<file path="src/rtl/core/cep_pkg.sv">
// Shared types and constants for the cursor editor with prefix maximum.
// Used by the controller, the datapath, the top level and the checker.
`default_nettype none
package cep_pkg;

   localparam int CAPACITY = 1024;

   localparam int KIND_W  = 3;
   localparam int VALUE_W = 32;
   localparam int POS_W   = 11;
   localparam int SUM_W   = 48;

   localparam logic [KIND_W-1:0] OP_INSERT     = 3'd0;
   localparam logic [KIND_W-1:0] OP_DELETE     = 3'd1;
   localparam logic [KIND_W-1:0] OP_MOVE_LEFT  = 3'd2;
   localparam logic [KIND_W-1:0] OP_MOVE_RIGHT = 3'd3;
   localparam logic [KIND_W-1:0] OP_QUERY      = 3'd4;

   localparam logic signed [SUM_W-1:0] SUM_MIN = {1'b1, {(SUM_W-1){1'b0}}};

   typedef struct packed {
      logic [KIND_W-1:0]         kind;
      logic signed [VALUE_W-1:0] value;
      logic [POS_W-1:0]          position;
   } cep_req_type;

   typedef struct packed {
      logic signed [SUM_W-1:0] max_prefix;
      logic                    in_range;
   } cep_rsp_type;

   typedef enum logic [2:0] {
      ACT_NONE,
      ACT_PUSH_NEW,
      ACT_DELETE,
      ACT_MOVE_LEFT,
      ACT_PUSH_RIGHT,
      ACT_QUERY
   } cep_act_type;

   typedef struct packed {
      logic        load;
      logic        commit;
      cep_act_type act;
   } cep_cmd_type;

   typedef struct packed {
      logic full;
      logic left_empty;
      logic right_empty;
      logic left_max;
   } cep_status_type;

endpackage
`default_nettype wire

</file>
<file path="src/rtl/core/cep_ctrl.sv">
// Controller: accepts a word, resolves it to an action and sequences the
// read and write cycles. Depends on cep_pkg.
`default_nettype none
module cep_ctrl (
   input  wire logic                    clock,
   input  wire logic                    reset,
   input  wire logic                    start,
   input  wire cep_pkg::cep_req_type    req,
   input  wire cep_pkg::cep_status_type status,
   output logic                         busy,
   output cep_pkg::cep_cmd_type         cmd,
   output logic                         rsp_valid
);

   localparam logic ST_IDLE = 1'b0;
   localparam logic ST_EXEC = 1'b1;

   logic                 state_ff, state_in;
   cep_pkg::cep_act_type act_ff, act_in;

   always_comb begin
      act_in = cep_pkg::ACT_NONE;
      unique case (req.kind)
         cep_pkg::OP_INSERT: begin
            if (!status.full) act_in = cep_pkg::ACT_PUSH_NEW;
         end
         cep_pkg::OP_DELETE: begin
            if (!status.left_empty) act_in = cep_pkg::ACT_DELETE;
         end
         cep_pkg::OP_MOVE_LEFT: begin
            if (!status.left_empty) act_in = cep_pkg::ACT_MOVE_LEFT;
         end
         cep_pkg::OP_MOVE_RIGHT: begin
            if (!status.right_empty && !status.left_max) act_in = cep_pkg::ACT_PUSH_RIGHT;
         end
         cep_pkg::OP_QUERY: begin
            act_in = cep_pkg::ACT_QUERY;
         end
         default: begin
            act_in = cep_pkg::ACT_NONE;
         end
      endcase
   end

   always_comb begin
      state_in   = state_ff;
      cmd.load   = 1'b0;
      cmd.commit = 1'b0;
      cmd.act    = act_ff;
      unique case (state_ff)
         ST_IDLE: begin
            cmd.act = act_in;
            if (start) begin
               cmd.load = 1'b1;
               state_in = ST_EXEC;
            end
         end
         ST_EXEC: begin
            cmd.commit = 1'b1;
            state_in   = ST_IDLE;
         end
         default: begin
            state_in = ST_IDLE;
         end
      endcase
   end

   always_ff @(posedge clock) begin
      if (reset) begin
         state_ff <= ST_IDLE;
         act_ff   <= cep_pkg::ACT_NONE;
      end else begin
         state_ff <= state_in;
         if (cmd.load) act_ff <= act_in;
      end
   end

   assign busy      = (state_ff == ST_EXEC);
   assign rsp_valid = (state_ff == ST_EXEC) && (act_ff == cep_pkg::ACT_QUERY);

endmodule
`default_nettype wire

</file>
<file path="config.mk">
export PLATFORM = sky130hd
export DESIGN_NAME = cep_ctrl
export DESIGN_NICKNAME = d
export VERILOG_FILES = /design/src/rtl/core/cep_pkg.sv /design/src/rtl/core/cep_ctrl.sv
export SDC_FILE = /design/constraint.sdc
export NUM_CORES = 1
export LEC_CHECK = 0
export ABC_AREA = 0
export BUFFER_PORTS_ARGS = -buffer_cell sky130_fd_sc_hd__buf_2
export CAP_MARGIN = 20
export CORE_AREA = 8 8 45 47
export DETAILED_ROUTE_END_ITERATION = 8
export DIE_AREA = 0 0 53 55
export PLACE_DENSITY = 0.74
export SLEW_MARGIN = 5
export SYNTH_ARGS = -nofsm -noshare
export SYNTH_HDL_FRONTEND = slang
export SYNTH_SLANG_ARGS = --single-unit
</file>
<file path="constraint.sdc">
create_clock -name clock -period 1.1 [get_ports clock]
set_input_delay 0.11 -clock clock [delete_from_list [all_inputs] [get_ports clock]]
set_output_delay 0.11 -clock clock [all_outputs]
set_load 0.01 [all_outputs]
</file>
==> metrics, run 1 <==
worst-path maximum fanout 5; met2 WL 424 microns; min cycle time layout 1127 ps; sequential share of the synthesized area 0.3249; Worst Clk Skew 9.359 ps; TritonCTS clock tree yes; Worst Path Class, Setup in -> out; total power 0.4555 mW; crit share post-route 1.025; Fin Hold WS 90.88 ps; Max Freq 0.8873 GHz; WL/cell 10.80 microns; YS warnings 0; Worst Setup Start Kind primary input; LEAKAGE 0.2140 nW; initial antenna violation count 0; Port Buffers 16; Reg2Reg Depth 4; wirelength, routed 756 microns; clock transition at the registers of the reported paths 30 ps; syn_nets 86; worst hold path class in -> reg; Rel. slew slack 0.7542; Initial Util 0.1781; setup bufs post-CTS 0; worst-margin pin slew 364.7 ps; Mapped Cells 33; vias in the first global route 317; ANT cells 0; largest net degree at the start of global routing 8; crit path to cmd[2]; Die Height 55 microns; Setup crit end kind output port; post-layout net count 109; die area 2915 sq um; CTS buffer count 3; clk sinks 4; row count 14; I/O pin total 60; unrepaired setup endpoints after global routing yes; layout cell share with drive strength beyond 1 0.5741; Hold-fix buffers, CTS 0; Critical Path RT 990 ps; flop2flop setup slack 260 ps; Vias 299; Fin. Hold Viols 0; maximum VDD drop 0.2626 mV; synthesized area 246.5 sq um; pwr/cell area 1043 nW/um^2; Max Cap Viol 0; Iter 0 DRT Violations 2; Core Box Area 1384 sq um; synthesized area per cell 7.469 sq um; highest metal used met4; Worst Setup SP req[45]; met3 wire len 67 microns; Setup WS post-layout -27.01 ps; M1 WL 235 microns; area grow syn2layout 77.16%; status finished with violations; H-tree Lvls 1; post-route ant nets 0; reg2reg end act_ff[1]; Yosys reg bits 4; Pins Over Slew Limit 0; crit path DAT 1020 ps; final weighted congestion in routability-driven placement 0.6507; Root Buffer clkbuf_4; design area 436.7 sq um; launch point of the worst reg-to-reg path busy; post-DR vias/cell 4.271; DPL Wire Length 643.4 microns; GRT overflow 0; Die W 53 microns; Worst-Skew Late Latency 240 ps; DRC violations left 0; setup violators final 1; dpl cell area 361.6 sq um; failing checks setup timing; Max Root-Sink Buffers 2; count of cell types in the netlist 18; Global Route Usage Sum 0.06171; first-pass GRT wire length 1.221 mm; Detailed Routing Iterations Pass 1 2; dpl ws -70.26 ps; Final TNS setup -27.01 ps
-- metrics by stage --
stage                       util  cells
after floorplan                -     33
after global placement    0.2613     67
after detailed placement  0.2613     67
after CTS                 0.3029     70
after global routing      0.3156     70
final                     0.3156     70
-- cell usage after synthesis --
cell type | count | share of area
o311ai_0 | 1 | 0.036
buf_4 | 2 | 0.061
o41ai_1 | 1 | 0.036
nand2_1 | 5 | 0.076
or3b_1 | 1 | 0.036
nand3_1 | 1 | 0.020
nand2b_1 | 1 | 0.025
xor2_1 | 1 | 0.036
nor3_1 | 1 | 0.020
nand3b_1 | 1 | 0.030
mux2_1 | 1 | 0.046
inv_1 | 4 | 0.061
a21oi_1 | 2 | 0.041
nor2_1 | 2 | 0.030
dfxtp_1 | 4 | 0.32
o21ai_0 | 3 | 0.061
o31ai_1 | 1 | 0.030
o21a_1 | 1 | 0.030
-- where the power goes --
part / switching, mW / internal (mW) / total [mW]
logic: 0.0531 / 0.0625 / 0.116
clock network: 0.0594 / 0.122 / 0.181
registers: 0.00594 / 0.153 / 0.158
total: 0.118 / 0.337 / 0.455
-- critical path: stages --
cell	delay, ps
buf_2	120
or3b_4	380
o41ai_2	80
mux2_4	230
buf_6	100
-- routing by layer --
layer	up-vias	global-route usage
li1	157	-
met1	132	0.04552
met2	8	0.1035
met3	2	0.02406
met4	0	0.09052
met5	-	0
-- sequential cells by signal (all words and copies together) (netlist names) --
name / cells
act_ff: 3
busy: 1
-- how the worst min path moves through the flow --
| stage | slack [ps] | cells after the start | from | end |
|---|---|---|---|---|
| after floorplan | 180 | 1 | reset | act_ff[1] |
| after global placement | 330 | 2 | reset | act_ff[1] |
| after detailed placement | 340 | 2 | reset | busy |
| after CTS | 80 | 2 | reset | busy |
| after global routing | 90 | 2 | reset | busy |
| final | 90 | 2 | reset | busy |
-- area by class of cell --
class	instances	area, sq um
Fill cell	157	947.2
Multi-Input combinational cell	23	166.4
Timing Repair Buffer	20	128.9
Sequential cell	4	83.83
Clock buffer	3	22.52
Tap cell	16	20.02
Inverter	4	15.01
-- timing repair --
item | in CTS | in global routing
pin swaps | 1 | 0
endpoints found under the hold margin | 0 | 0
gates resized for setup | 10 | 6
setup endpoints to repair | 5 | 5
-- kinds of logic (layout without fill, tap and decap cells) --
family,count (synthesis),in the layout,share of synthesized area
AOI/OAI and AO/OA,9,9,0.2335
xor gates and xnor gates,1,1,0.03554
buffers and inverters,6,27,0.1218
DFF,4,4,0.3249
muxes,1,1,0.04568
and+or+nand+nor,12,12,0.2386
-- cells in the final DEF, fill, tap and decap left out --
master,n
o21ai_2,1
nor3_2,1
dfxtp_1,3
inv_2,1
xor2_1,1
inv_1,3
mux2_4,1
o311ai_1,1
or3b_4,1
a21oi_1,2
o41ai_2,1
o31ai_1,1
nand3b_1,1
o21ai_0,2
o21a_1,1
buf_4,4
nand3_1,1
clkbuf_4,3
nand2_1,5
nand2b_4,1
buf_6,3
nor2_1,2
buf_2,13
dfxtp_4,1
Power figures use the tool's default switching activity.
==> run 2: changes to the inputs <==
CELL_PAD_IN_SITES_DETAIL_PLACEMENT = 1   (was default)
CELL_PAD_IN_SITES_GLOBAL_PLACEMENT = 1   (was default)
CORE_AREA = default   (was 8 8 45 47)
CORE_MARGIN = 8   (was default)
CORE_UTILIZATION = 10   (was default)
DIE_AREA = default   (was 0 0 53 55)
PLACE_DENSITY = 0.77   (was 0.74)
REMOVE_ABC_BUFFERS = 1   (was default)
==> run 2 against run 1 <==
  * The run still ends with setup timing left
  * Critical endpoint unchanged
  * Routed wire length up 37%
  * Clock power is essentially flat
  * Worst setup slack lost 22 ps
  * Clock skew shrank 7.7 ps
  * Global-route usage is 0.66 points lower
  * Critical path type unchanged
  * Die area is 48% higher
  * Core utilization fell by 11 points
  * First-iteration DRC count down 50%
==> metrics, run 2 (synthesized netlist as in run 1, its figures left out) <==
worst hold path class in -> reg (unchanged); worst-margin pin slew 294.5 ps (was 364.7 ps); I/O pin total 60 (unchanged); area grow syn2layout 105.1% (was 77.16%); Finished Layout Cells 90 (was 70); initial antenna violation count 0 (unchanged); critical-path cell list buf_6, or3b_4, o41ai_2, buf_4, mux2_4, buf_6 (was buf_2, or3b_4, o41ai_2, mux2_4, buf_6); Worst Setup Start Kind primary input (unchanged); Iter 0 DRT Violations 1 (was 2); Detailed Routing Iterations Pass 1 3 (was 2); Max Freq 0.8700 GHz (was 0.8873 GHz); dpl ws -88.51 ps (was -70.26 ps); WL/cell 11.52 microns (was 10.80 microns); DPL Wire Length 836.9 microns (was 643.4 microns); Root Buffer clkbuf_4 (unchanged); DRC violations left 0 (unchanged); Fill cells 284 (was 157); most flop-heavy register act_ff (unchanged); maximum VDD drop 0.2890 mV (was 0.2626 mV); Max Cap Viol 0 (unchanged); post-route ant nets 0 (unchanged); Initial Util 0.1023 (was 0.1781); vias in the first global route 379 (was 317); CP most frequent cell buf_6; die area 4309 sq um (was 2915 sq um); clock transition at the registers of the reported paths 40 ps (was 30 ps); Setup WS post-layout -49.38 ps (was -27.01 ps); Vias 339 (was 299); Port Buffers 16 (unchanged); min cycle time layout 1149 ps (was 1127 ps); Max Root-Sink Buffers 2 (unchanged); pwr/cell area 947.5 nW/um^2 (was 1043 nW/um^2); row count 18 (was 14); most common cell after layout, fill and taps aside buf_2 (unchanged); placed cell count 83 (was 67); Setup crit end kind output port (unchanged); Die W 65.65 microns (was 53 microns); Rel. slew slack 0.8012 (was 0.7542); Worst-Skew Late Latency 230 ps (was 240 ps); unrepaired setup endpoints after global routing yes (unchanged); status finished with violations (unchanged); crit share post-route 1.045 (was 1.025); wirelength, routed 1.037 mm (was 756 microns); layout cell share with drive strength beyond 1 0.6167 (was 0.5741); Largest register FFs 3 (unchanged); largest net degree at the start of global routing 8 (unchanged); clk sinks 4 (unchanged); Core Box Area 2410 sq um (was 1384 sq um); commonest non-fill, non-tap cells in the layout 12 x buf_2, 10 x buf_4, 5 x nand2_1 (was 13 x buf_2, 5 x nand2_1, 4 x buf_4); Pins Over Slew Limit 0 (unchanged); TritonCTS clock tree yes (unchanged); Worst Path Class, Setup in -> out (unchanged); Fin. Hold Viols 0 (unchanged); Critical Path RT 990 ps (about the same); crit path DAT 1040 ps (was 1020 ps); flop2flop setup slack 100 ps (was 260 ps); worst-path maximum fanout 2 (was 5); Die Height 65.65 microns (was 55 microns); first-pass GRT wire length 1.690 mm (was 1.221 mm); CTS buffer count 3 (unchanged); CP peak stage delay 380 ps (about the same); Slowest-stage cell, CP or3b_4 (unchanged); final weighted congestion in routability-driven placement 0.6430 (was 0.6507); H-tree Lvls 1 (unchanged); post-layout net count 115 (was 109); total power 0.4790 mW (was 0.4555 mW); post-DR vias/cell 3.767 (was 4.271); GRT overflow 0 (unchanged); ANT cells 0 (unchanged); setup violators final 1 (unchanged); Global Route Usage Sum 0.05507 (was 0.06171); Worst Clk Skew 1.662 ps (was 9.359 ps); failing checks setup timing (unchanged); LEAKAGE 0.2453 nW (was 0.2140 nW)
run 2: cell type report:
class / count / area [sq um] / share of cell area
repair buffers: 26 / 180.2 / 0.3564
multi-input cells: 23 / 166.4 / 0.3292
flip-flops and latches: 4 / 83.83 / 0.1658
well taps: 30 / 37.54 / 0.07426
clock buffers: 3 / 22.52 / 0.04455
inverters: 4 / 15.01 / 0.02970
run 2: what timing repair did:
action                                  in CTS  in global routing
endpoints found under the setup margin       4                  4
cloned                                       0                  0
setup buffers                                1                  3
pin swaps                                    2                  1
hold buffers                                 0                  0
gates resized for setup                     14                  2
run 2: stage by stage:
step	TNS [ps]	utilization	instance area, sq um	hold slack (ps)
detailed placement	-113.0	0.1636	394.1	335.2
global placement	-96.21	0.1636	394.1	333.6
floorplan	0	-	231.5	179.1
global route	-175.5	0.2098	505.5	86.99
finish	-49.38	0.2098	505.5	86.82
CTS	-61.24	0.1963	473.0	80.89
run 2: final timing paths:
| kind | start | to | depth (start not counted) |
|---|---|---|---|
| min reg2reg | act_ff[1] | act_ff[1] | 2 |
| min | reset | busy | 2 |
| max | req[43] | cmd[2] | 6 |
| max reg2reg | busy | act_ff[2] | 4 |
run 2: metal layers:
metal / vias up / share of wire / global-route usage
met1: 169 / 0.33 / 0.03686
met4: 0 / 0 / 0.04087
li1: 166 / - / -
met3: 0 / 0.059 / 0.03912
met5: - / 0 / 0
met2: 4 / 0.61 / 0.1011
run 2: worst max-delay path, delay by kind of cell:
kind / cells / cell delay, ps
AND/OR/NAND/NOR: 1 / 380
buffers and inverters: 3 / 350
multiplexers: 1 / 140
AO/OA/AOI/OAI: 1 / 60
run 2: power by group:
group / switching [mW] / internal (mW)
Clock: 0.0584 / 0.122
Combinational: 0.0594 / 0.0797
Sequential: 0.00688 / 0.153
Total: 0.125 / 0.354
